[config.mk]
export PLATFORM = sky130hd
export DESIGN_NAME = positional_insert_delete_list_unit_flat
export DESIGN_NICKNAME = d
export VERILOG_FILES = /design/src/rtl/pidl_pkg.sv /design/src/rtl/pidl_req_if.sv /design/src/rtl/pidl_rsp_if.sv /design/src/rtl/positional_insert_delete_list_unit.sv /design/src/rtl/pidl_ram.sv /design/src/rtl/pidl_engine.sv /design/src/flat_wrapper.sv
export SDC_FILE = /design/constraint.sdc
export NUM_CORES = 2
export LEC_CHECK = 0
export BUFFER_PORTS_ARGS = -buffer_cell sky130_fd_sc_hd__clkbuf_2
export CAP_MARGIN = 20
export CORE_MARGIN = 5
export CORE_UTILIZATION = 40
export CTS_CLUSTER_SIZE = 12
export DETAILED_ROUTE_END_ITERATION = 16
export GPL_TIMING_DRIVEN = 0
export REMOVE_ABC_BUFFERS = 1
export SLEW_MARGIN = 15
export SYNTH_ARGS = -nofsm -noshare
export SYNTH_HDL_FRONTEND = slang
export SYNTH_SLANG_ARGS = --single-unit
[constraint.sdc]
create_clock -name clk -period 6.9 [get_ports clk]
set_clock_uncertainty 0.05 [all_clocks]
set_input_delay 1.38 -clock clk [delete_from_list [all_inputs] [get_ports clk]]
set_output_delay 1.38 -clock clk [all_outputs]
set_load 0.05 [all_outputs]
[src/rtl/pidl_pkg.sv]
// ----------------------------------------------------------------------------
// pidl_pkg
// Shared widths, field types, request and status codes, and the memory
// command group of the positional insert/delete list unit.
// ----------------------------------------------------------------------------
package pidl_pkg;

	// fixed field widths of the request and response channels
	localparam int REQ_W = 2;
	localparam int POS_W = 7;
	localparam int VAL_W = 32;
	localparam int TOT_W = 7;
	localparam int ST_W  = 2;

	typedef logic [REQ_W-1:0] code_t;
	typedef logic [POS_W-1:0] pos_t;
	typedef logic [VAL_W-1:0] value_t;
	typedef logic [TOT_W-1:0] total_t;
	typedef logic [ST_W-1:0]  status_t;

	// request codes
	localparam code_t REQ_READ   = 2'd0;
	localparam code_t REQ_WRITE  = 2'd1;
	localparam code_t REQ_INSERT = 2'd2;
	localparam code_t REQ_DELETE = 2'd3;

	// status codes
	localparam status_t ST_OK    = 2'd0;
	localparam status_t ST_RANGE = 2'd1;
	localparam status_t ST_FULL  = 2'd2;

	// memory port enables from the sequencer
	typedef struct packed {
		logic wr;
		logic rd;
	} ram_ctl_t;

endpackage

[src/rtl/pidl_req_if.sv]
// ----------------------------------------------------------------------------
// pidl_req_if
// Request channel: valid/ready handshake with request code, position and
// new entry data.
// ----------------------------------------------------------------------------
interface pidl_req_if;

	logic             valid;
	logic             ready;
	pidl_pkg::code_t  req_type;
	pidl_pkg::pos_t   position;
	pidl_pkg::value_t new_value;

	modport source (output valid, output req_type, output position, output new_value,
		input ready);
	modport sink (input valid, input req_type, input position, input new_value,
		output ready);

endinterface

[src/rtl/pidl_rsp_if.sv]
// ----------------------------------------------------------------------------
// pidl_rsp_if
// Response channel: valid/ready handshake with read entry, entry total and
// status.
// ----------------------------------------------------------------------------
interface pidl_rsp_if;

	logic              valid;
	logic              ready;
	pidl_pkg::value_t  read_value;
	pidl_pkg::total_t  entry_total;
	pidl_pkg::status_t status;

	modport source (output valid, output read_value, output entry_total, output status,
		input ready);
	modport sink (input valid, input read_value, input entry_total, input status,
		output ready);

endinterface

[src/rtl/positional_insert_delete_list_unit.sv]
// ----------------------------------------------------------------------------
// positional_insert_delete_list_unit
// Ordered list of entries addressed by position: read, overwrite, insert
// before and delete at a position, with one response per request.
// ----------------------------------------------------------------------------
//
//  channel  dir  handshake     payload
//  req      in   valid/ready   req_type, position, new_value
//  rsp      out  valid/ready   read_value, entry_total, status
//
// One request is worked at a time; a finished response waits in the output
// register while the next request is taken.
// Read, overwrite and rejected requests pass through the RESP state into the
// output register. Insert and delete move the entries behind the position,
// one entry moved per cycle through the single write port of the store, and
// then pass through RESP; an append or a delete of the last entry moves none.
// A busy output register adds its stall before the response is loaded.
// Reset clears the count and control; the entry store is not cleared.
// A stalled response holds its payload; no request is lost while it waits.
//
module positional_insert_delete_list_unit #(
	parameter int CAPACITY    = 64,
	parameter int ENTRY_WIDTH = 32
) (
	input  logic        clk,
	input  logic        arst_n,
	pidl_req_if.sink    req,
	pidl_rsp_if.source  rsp
);

	localparam int AW = $clog2(CAPACITY);
	localparam pidl_pkg::total_t CAP_TOT = pidl_pkg::total_t'(CAPACITY);

	pidl_pkg::ram_ctl_t     ram_ctl;
	logic [AW-1:0]          ram_waddr;
	logic [AW-1:0]          ram_raddr;
	logic [ENTRY_WIDTH-1:0] ram_wdata;
	logic [ENTRY_WIDTH-1:0] ram_rdata;

	// sequencer
	pidl_engine #(
		.CAPACITY    (CAPACITY),
		.ENTRY_WIDTH (ENTRY_WIDTH)
	) u_engine (
		.clk       (clk),
		.arst_n    (arst_n),
		.req       (req),
		.rsp       (rsp),
		.ram_ctl   (ram_ctl),
		.ram_waddr (ram_waddr),
		.ram_wdata (ram_wdata),
		.ram_raddr (ram_raddr),
		.ram_rdata (ram_rdata)
	);

	// entry store
	pidl_ram #(
		.DEPTH (CAPACITY),
		.WIDTH (ENTRY_WIDTH)
	) u_ram (
		.clk   (clk),
		.ctl   (ram_ctl),
		.waddr (ram_waddr),
		.wdata (ram_wdata),
		.raddr (ram_raddr),
		.rdata (ram_rdata)
	);

	// one request in flight: no transaction right after an accept
	a_one_in_flight: assert property (@(posedge clk) disable iff (!arst_n)
		req.valid && req.ready |=> !req.ready)
		else $error("request taken while another is in progress");

	// a full-list rejection reports the capacity as total
	a_full_total: assert property (@(posedge clk) disable iff (!arst_n)
		rsp.valid && rsp.status == pidl_pkg::ST_FULL |-> rsp.entry_total == CAP_TOT)
		else $error("list full status with total below capacity");

	// failed requests never return entry data
	a_fail_zero: assert property (@(posedge clk) disable iff (!arst_n)
		rsp.valid && rsp.status != pidl_pkg::ST_OK |-> rsp.read_value == '0)
		else $error("nonzero read value on failed request");

endmodule

[src/rtl/pidl_ram.sv]
// ----------------------------------------------------------------------------
// pidl_ram
// Entry store: one write port and one read port, read data registered.
// Contents are undefined until written.
// ----------------------------------------------------------------------------
module pidl_ram #(
	parameter int DEPTH = 64,
	parameter int WIDTH = 32
) (
	input  logic                 clk,
	input  pidl_pkg::ram_ctl_t   ctl,
	input  logic [$clog2(DEPTH)-1:0] waddr,
	input  logic [WIDTH-1:0]     wdata,
	input  logic [$clog2(DEPTH)-1:0] raddr,
	output logic [WIDTH-1:0]     rdata
);

	logic [WIDTH-1:0] mem [DEPTH];

	// write port
	always_ff @(posedge clk) begin
		if (ctl.wr) begin
			mem[waddr] <= wdata;
		end
	end

	// registered read port, holds when not enabled
	always_ff @(posedge clk) begin
		if (ctl.rd) begin
			rdata <= mem[raddr];
		end
	end

endmodule

[src/rtl/pidl_engine.sv]
// ----------------------------------------------------------------------------
// pidl_engine
// Request sequencer: range checks, entry count, shift loop over the entry
// store for insert and delete, and the response output register.
// ----------------------------------------------------------------------------
module pidl_engine #(
	parameter int CAPACITY    = 64,
	parameter int ENTRY_WIDTH = 32
) (
	input  logic                         clk,
	input  logic                         arst_n,
	pidl_req_if.sink                     req,
	pidl_rsp_if.source                   rsp,
	output pidl_pkg::ram_ctl_t           ram_ctl,
	output logic [$clog2(CAPACITY)-1:0]  ram_waddr,
	output logic [ENTRY_WIDTH-1:0]       ram_wdata,
	output logic [$clog2(CAPACITY)-1:0]  ram_raddr,
	input  logic [ENTRY_WIDTH-1:0]       ram_rdata
);

	localparam int AW = $clog2(CAPACITY);
	localparam int CW = $clog2(CAPACITY + 1);
	localparam int XW = (CW > pidl_pkg::POS_W) ? CW : pidl_pkg::POS_W;

	typedef enum logic [1:0] {
		IDLE,
		SHIFT,
		RESP
	} state_t;

	state_t                    state_q;
	logic [CW-1:0]             count_q;
	logic [AW-1:0]             ptr_q;
	logic [AW-1:0]             end_q;
	logic [AW-1:0]             dst_q;
	logic                      up_q;
	logic                      fin_q;
	logic                      pend_q;
	logic                      rdsel_q;
	logic [ENTRY_WIDTH-1:0]    val_q;
	pidl_pkg::status_t         st_q;
	logic                      out_valid_q;
	pidl_pkg::value_t          out_rd_q;
	pidl_pkg::total_t          out_tot_q;
	pidl_pkg::status_t         out_st_q;

	logic                                 acc;
	logic [XW-1:0]                        pos_x;
	logic [XW-1:0]                        cnt_x;
	logic [AW-1:0]                        pos_a;
	logic [CW-1:0]                        cnt_m1;
	logic [AW-1:0]                        del_p;
	logic                                 rw_ok;
	logic                                 ins_rng;
	logic                                 is_full;
	logic                                 del_rng;
	logic [AW-1:0]                        shift_src;
	logic [ENTRY_WIDTH+pidl_pkg::VAL_W-1:0] wr_ext;
	logic [ENTRY_WIDTH+pidl_pkg::VAL_W-1:0] rd_ext;

	// handshake and response payload
	assign acc             = req.valid && req.ready;
	assign req.ready       = (state_q == IDLE);
	assign rsp.valid       = out_valid_q;
	assign rsp.read_value  = out_rd_q;
	assign rsp.entry_total = out_tot_q;
	assign rsp.status      = out_st_q;

	// range checks against the current count
	assign pos_x   = XW'(req.position);
	assign cnt_x   = XW'(count_q);
	assign pos_a   = pos_x[AW-1:0];
	assign cnt_m1  = count_q - CW'(1);
	assign rw_ok   = (pos_x < cnt_x);
	assign ins_rng = (pos_x > cnt_x);
	assign is_full = (count_q == CW'(CAPACITY));
	assign del_rng = (count_q == '0) || (pos_x > cnt_x);
	// delete at the end position removes the last entry
	assign del_p   = (pos_x == cnt_x) ? cnt_m1[AW-1:0] : pos_a;

	// entry data sizing on the way in and out
	assign wr_ext = {{ENTRY_WIDTH{1'b0}}, req.new_value};
	assign rd_ext = {{pidl_pkg::VAL_W{1'b0}}, ram_rdata};

	// next source entry of the shift loop
	assign shift_src = up_q ? (ptr_q - AW'(1)) : (ptr_q + AW'(1));

	// memory port control
	always_comb begin
		ram_ctl   = '0;
		ram_waddr = dst_q;
		ram_wdata = ram_rdata;
		ram_raddr = shift_src;
		unique case (state_q)
			IDLE: begin
				if (acc && rw_ok) begin
					if (req.req_type == pidl_pkg::REQ_READ) begin
						ram_ctl.rd = 1'b1;
						ram_raddr  = pos_a;
					end else if (req.req_type == pidl_pkg::REQ_WRITE) begin
						ram_ctl.wr = 1'b1;
						ram_waddr  = pos_a;
						ram_wdata  = wr_ext[ENTRY_WIDTH-1:0];
					end
				end
			end
			SHIFT: begin
				// move the entry read last cycle; for an insert, then drop in the new one
				if (pend_q) begin
					ram_ctl.wr = 1'b1;
				end else if (ptr_q == end_q && fin_q) begin
					ram_ctl.wr = 1'b1;
					ram_waddr  = end_q;
					ram_wdata  = val_q;
				end
				if (ptr_q != end_q) begin
					ram_ctl.rd = 1'b1;
				end
			end
			RESP: begin
			end
			default: begin
			end
		endcase
	end

	// state, count and registered outputs
	always_ff @(posedge clk or negedge arst_n) begin
		if (!arst_n) begin
			state_q     <= IDLE;
			count_q     <= '0;
			ptr_q       <= '0;
			end_q       <= '0;
			dst_q       <= '0;
			up_q        <= 1'b0;
			fin_q       <= 1'b0;
			pend_q      <= 1'b0;
			rdsel_q     <= 1'b0;
			val_q       <= '0;
			st_q        <= pidl_pkg::ST_OK;
			out_valid_q <= 1'b0;
			out_rd_q    <= '0;
			out_tot_q   <= '0;
			out_st_q    <= pidl_pkg::ST_OK;
		end else begin
			if (out_valid_q && rsp.ready) begin
				out_valid_q <= 1'b0;
			end
			unique case (state_q)
				IDLE: begin
					if (acc) begin
						rdsel_q <= 1'b0;
						pend_q  <= 1'b0;
						st_q    <= pidl_pkg::ST_OK;
						state_q <= RESP;
						unique case (req.req_type)
							pidl_pkg::REQ_READ: begin
								rdsel_q <= rw_ok;
								if (!rw_ok) begin
									st_q <= pidl_pkg::ST_RANGE;
								end
							end
							pidl_pkg::REQ_WRITE: begin
								if (!rw_ok) begin
									st_q <= pidl_pkg::ST_RANGE;
								end
							end
							pidl_pkg::REQ_INSERT: begin
								if (ins_rng) begin
									st_q <= pidl_pkg::ST_RANGE;
								end else if (is_full) begin
									st_q <= pidl_pkg::ST_FULL;
								end else begin
									ptr_q   <= count_q[AW-1:0];
									end_q   <= pos_a;
									up_q    <= 1'b1;
									fin_q   <= 1'b1;
									val_q   <= wr_ext[ENTRY_WIDTH-1:0];
									count_q <= count_q + CW'(1);
									state_q <= SHIFT;
								end
							end
							pidl_pkg::REQ_DELETE: begin
								if (del_rng) begin
									st_q <= pidl_pkg::ST_RANGE;
								end else begin
									ptr_q   <= del_p;
									end_q   <= cnt_m1[AW-1:0];
									up_q    <= 1'b0;
									fin_q   <= 1'b0;
									count_q <= cnt_m1;
									state_q <= SHIFT;
								end
							end
							default: begin
							end
						endcase
					end
				end
				SHIFT: begin
					if (ptr_q != end_q) begin
						ptr_q  <= shift_src;
						dst_q  <= ptr_q;
						pend_q <= 1'b1;
					end else begin
						pend_q <= 1'b0;
						if (!pend_q) begin
							state_q <= RESP;
						end
					end
				end
				RESP: begin
					// load the output register once it is free
					if (!out_valid_q || rsp.ready) begin
						out_valid_q <= 1'b1;
						out_rd_q    <= rdsel_q ? rd_ext[pidl_pkg::VAL_W-1:0] : '0;
						out_tot_q   <= cnt_x[pidl_pkg::TOT_W-1:0];
						out_st_q    <= st_q;
						state_q     <= IDLE;
					end
				end
				default: begin
					state_q <= IDLE;
				end
			endcase
		end
	end

endmodule
[src/flat_wrapper.sv]
// flat-port wrapper written by rule: the top's interface ports become plain ports
module positional_insert_delete_list_unit_flat 
#(
	parameter int CAPACITY    = 64,
	parameter int ENTRY_WIDTH = 32
)
  (clk, arst_n, req_valid, req_req_type, req_position, req_new_value, req_ready, rsp_valid, rsp_read_value, rsp_entry_total, rsp_status, rsp_ready);
  pidl_req_if req_i ();
  pidl_rsp_if rsp_i ();
  input  logic clk;
  input  logic arst_n;
  input wire logic [$bits(req_i.valid)-1:0] req_valid;
  input wire logic [$bits(req_i.req_type)-1:0] req_req_type;
  input wire logic [$bits(req_i.position)-1:0] req_position;
  input wire logic [$bits(req_i.new_value)-1:0] req_new_value;
  output wire logic [$bits(req_i.ready)-1:0] req_ready;
  output wire logic [$bits(rsp_i.valid)-1:0] rsp_valid;
  output wire logic [$bits(rsp_i.read_value)-1:0] rsp_read_value;
  output wire logic [$bits(rsp_i.entry_total)-1:0] rsp_entry_total;
  output wire logic [$bits(rsp_i.status)-1:0] rsp_status;
  input wire logic [$bits(rsp_i.ready)-1:0] rsp_ready;
  assign req_i.valid = req_valid;
  assign req_i.req_type = req_req_type;
  assign req_i.position = req_position;
  assign req_i.new_value = req_new_value;
  assign req_ready = req_i.ready;
  assign rsp_valid = rsp_i.valid;
  assign rsp_read_value = rsp_i.read_value;
  assign rsp_entry_total = rsp_i.entry_total;
  assign rsp_status = rsp_i.status;
  assign rsp_i.ready = rsp_ready;
  positional_insert_delete_list_unit #(.CAPACITY(CAPACITY), .ENTRY_WIDTH(ENTRY_WIDTH)) u_core (.clk(clk), .arst_n(arst_n), .req(req_i), .rsp(rsp_i));
endmodule
==> reports/metrics.cfg <==
[outcome]
status=finished, final reports clean

[clock_network]
cts_tree=built
cts-root-buf=clkbuf_16
cts.sinks=2186
cts_buffers=220
clk_latency_ns=0.86
cts_hold_buffers=0
h-tree-depth=4
cts.clk_slew.worst_paths_ns=0.06
clockBufferDepth=3

[global_routing]
grt_overflow=0
grt_pass1_wl_um=373000
track_usage_pct=22.9
grt_start_max_net_pins=98
antenna_found_initial=9
grt_pass1_vias=50700

[critical_path]
slowest_stage=nor2_4
crit_chain=or3b_1 > or3b_1 > nor3_4 > buf_8 > buf_8 > nor2_1 > a21oi_1 > o221ai_1 > nor2b_1 > nand3_1 > nor2_4 > buf_16 > buf_16
crit_family=simple AND/OR/NAND/NOR gates
crit_path_end_kind=register
cp_num_buf_inv=4
cp_max_fo=23
cp.required_ns=7.36
crit_arrival_ns=7.17
start_kind=register
path_class=reg -> reg
slowest_delay_ns=0.87

[route]
firstDrtPassIters=7
finalWirelength_um=263000
viasPerCell=5.99
drc=0
wire_per_inst_um=30.0
ant_nets=0
vias=52500
drtIter0Drc=6740

[finish]
drive_gt1_share_pct=16.8
area_delta_synth_final_pct=18.7
fill_cells=18000
fin_nets=5795

[placed_design]
gp_congestion=0.862
io_buffers=87
pre_cts_slack_ns=-0.780
dp_hpwl_um=168000

[floorplan]
num_rows=171
die_w_um=476
dieArea_mm2=0.226
die_h_um=476
start_util_pct=40.1
core_mm2=0.217
ios=88

[synth]
synth_seq_cells=2186
synth.distinct_cells=73
synth_cells=5502
synthFlopType=edfxtp_1
synth.cell_area_mm2=0.0868
yosysWarningCount=0
avgSynthCellArea_um2=15.8
ys_seq_area_share_pct=75.0
synth_edf_count=2080
synthArstFlopShare_pct=4.85

[timing]
min_period_ns=6.70
timing.final.ws_setup_ns=0.198
drv_slew=0
fmax_mhz=149
max_slew.worst_pin.slew_ns=1.19
fin_hold_ws_ns=0.411
finalCritPeriodShare_pct=97.1
rsz0062_at_grt=false
maxSlewHeadroom_pct=20.5
setup_viol=0
finalHoldViolations=0

[min_path]
hold_class=in -> async

[run]
cap_violations=0

-- cells in the mapped netlist (31+ instances only) --
cell          n  area, um^2
a211oi_1    131         983
o2111a_1     39         439
inv_1        42         158
edfxtp_1   2080       62500
o221ai_1     65         569
a31oi_1     132         826
a21oi_1      75         375
nand2_1     962        3610
nor2_1      112         420
dfrtp_1     106        2650
o21ai_0      31         155
mux2_2       40         450
nor3b_1      65         488
nand3_1     299        1500
mux2i_1     261        2610
buf_1        33         124
buf_2       134         671
mux4_2      129        2910
clkbuf_1    165         619
o2111ai_1    88         771
and3_1      151         945
o22ai_1      86         538
-- layer usage --
| metal | part of all wire [%] | up-vias | GRT usage, % | wire length [um] |
|---|---|---|---|---|
| met3 | 9.5 | 603 | 4.38 | 25100 |
| met4 | 5.8 | 2 | 11.5 | 15200 |
| met5 | 0.0049 | - | 0 | 13 |
| li1 | - | 22000 | - | - |
| met1 | 39 | 26800 | 30.9 | 102000 |
| met2 | 46 | 2997 | 35.5 | 121000 |
-- cells by family (layout without fill, tap and decap cells) --
kind of cell,after synthesis,count (layout),share of synthesized area (%)
xor+xnor,20,20,0.202
fa+ha+maj,15,15,0.225
flops,2186,2186,75.0
mux,430,430,6.88
compound gates,753,753,6.58
simple gates,1691,1691,8.95
buf+inv,407,813,2.14
other cells,0,3,0
-- layout by cell type, fill, tap and decap left out, types with 91 or more instances in the layout --
cell	count
edfxtp_1	2080
nand2_1	957
nand3_1	299
mux2i_1	259
clkbuf_16	223
and3_1	151
a31oi_1	132
a211oi_1	131
buf_16	131
mux4_2	129
buf_12	114
dfrtp_1	104
clkbuf_1	91
-- worst paths after layout --
kind	slack, ns	cells past startpoint	endpoint	start
worst min register to register	0.42	2	u_core.u_engine.rsp.read_value[29]	u_core.u_engine.rsp.read_value[29]
worst max register to register	0.20	13	u_core.u_ram.mem[23][15]	u_core.u_engine.state_q[1]
worst min-delay path	0.41	1	u_core.u_engine.rsp.entry_total[3]	arst_n
min in group clk	0.42	2	u_core.u_engine.rsp.read_value[29]	u_core.u_engine.rsp.read_value[29]
worst max-delay path	0.20	13	u_core.u_ram.mem[23][15]	u_core.u_engine.state_q[1]
max in group asynchronous	5.61	2	u_core.u_engine.rsp.read_value[0]	arst_n
-- area by class of cell --
cell class              instances  area (um^2)  area share (%)
diodes                          3         7.51         0.00729
inverters                      42          158           0.153
well taps                    2854         3570            3.47
flip-flops and latches       2186        65100            63.2
multi-input cells            2909        20700            20.1
repair buffers                376         6840            6.64
clock buffers                 329         6130            5.95
clock inverters                66          556           0.539
-- sequential cells by signal (all words and copies together) (netlist names), 7 cells and up --
name,cells
u_core.u_engine.cnt_x,7
u_core.u_engine.rsp.entry_total,7
u_core.u_engine.rsp.read_value,32
u_core.u_engine.val_q,32
u_core.u_ram.mem,2048
u_core.u_ram.rdata,32
-- through the flow --
stage          utilization, %  setup TNS (ns)  instance area (um^2)  std cells
6_report                 47.6               0                103000       8765
5_1_grt                  47.6               0                103000       8762
4_1_cts                  47.6               0                103000       8761
3_5_place_dp             44.5           -9.23                 96300       8366
3_3_place_gp             41.1               -                 89100       8078
2_1_floorplan               -         -742.20                 85100       5137
-- repair_timing --
item	in CTS	in global routing
buffers inserted	0	1
setup endpoints to repair	0	3
resized for setup	0	1
Power is not shown: default switching activity piles up to over one toggle a cycle in this logic, so the estimate is an artifact.
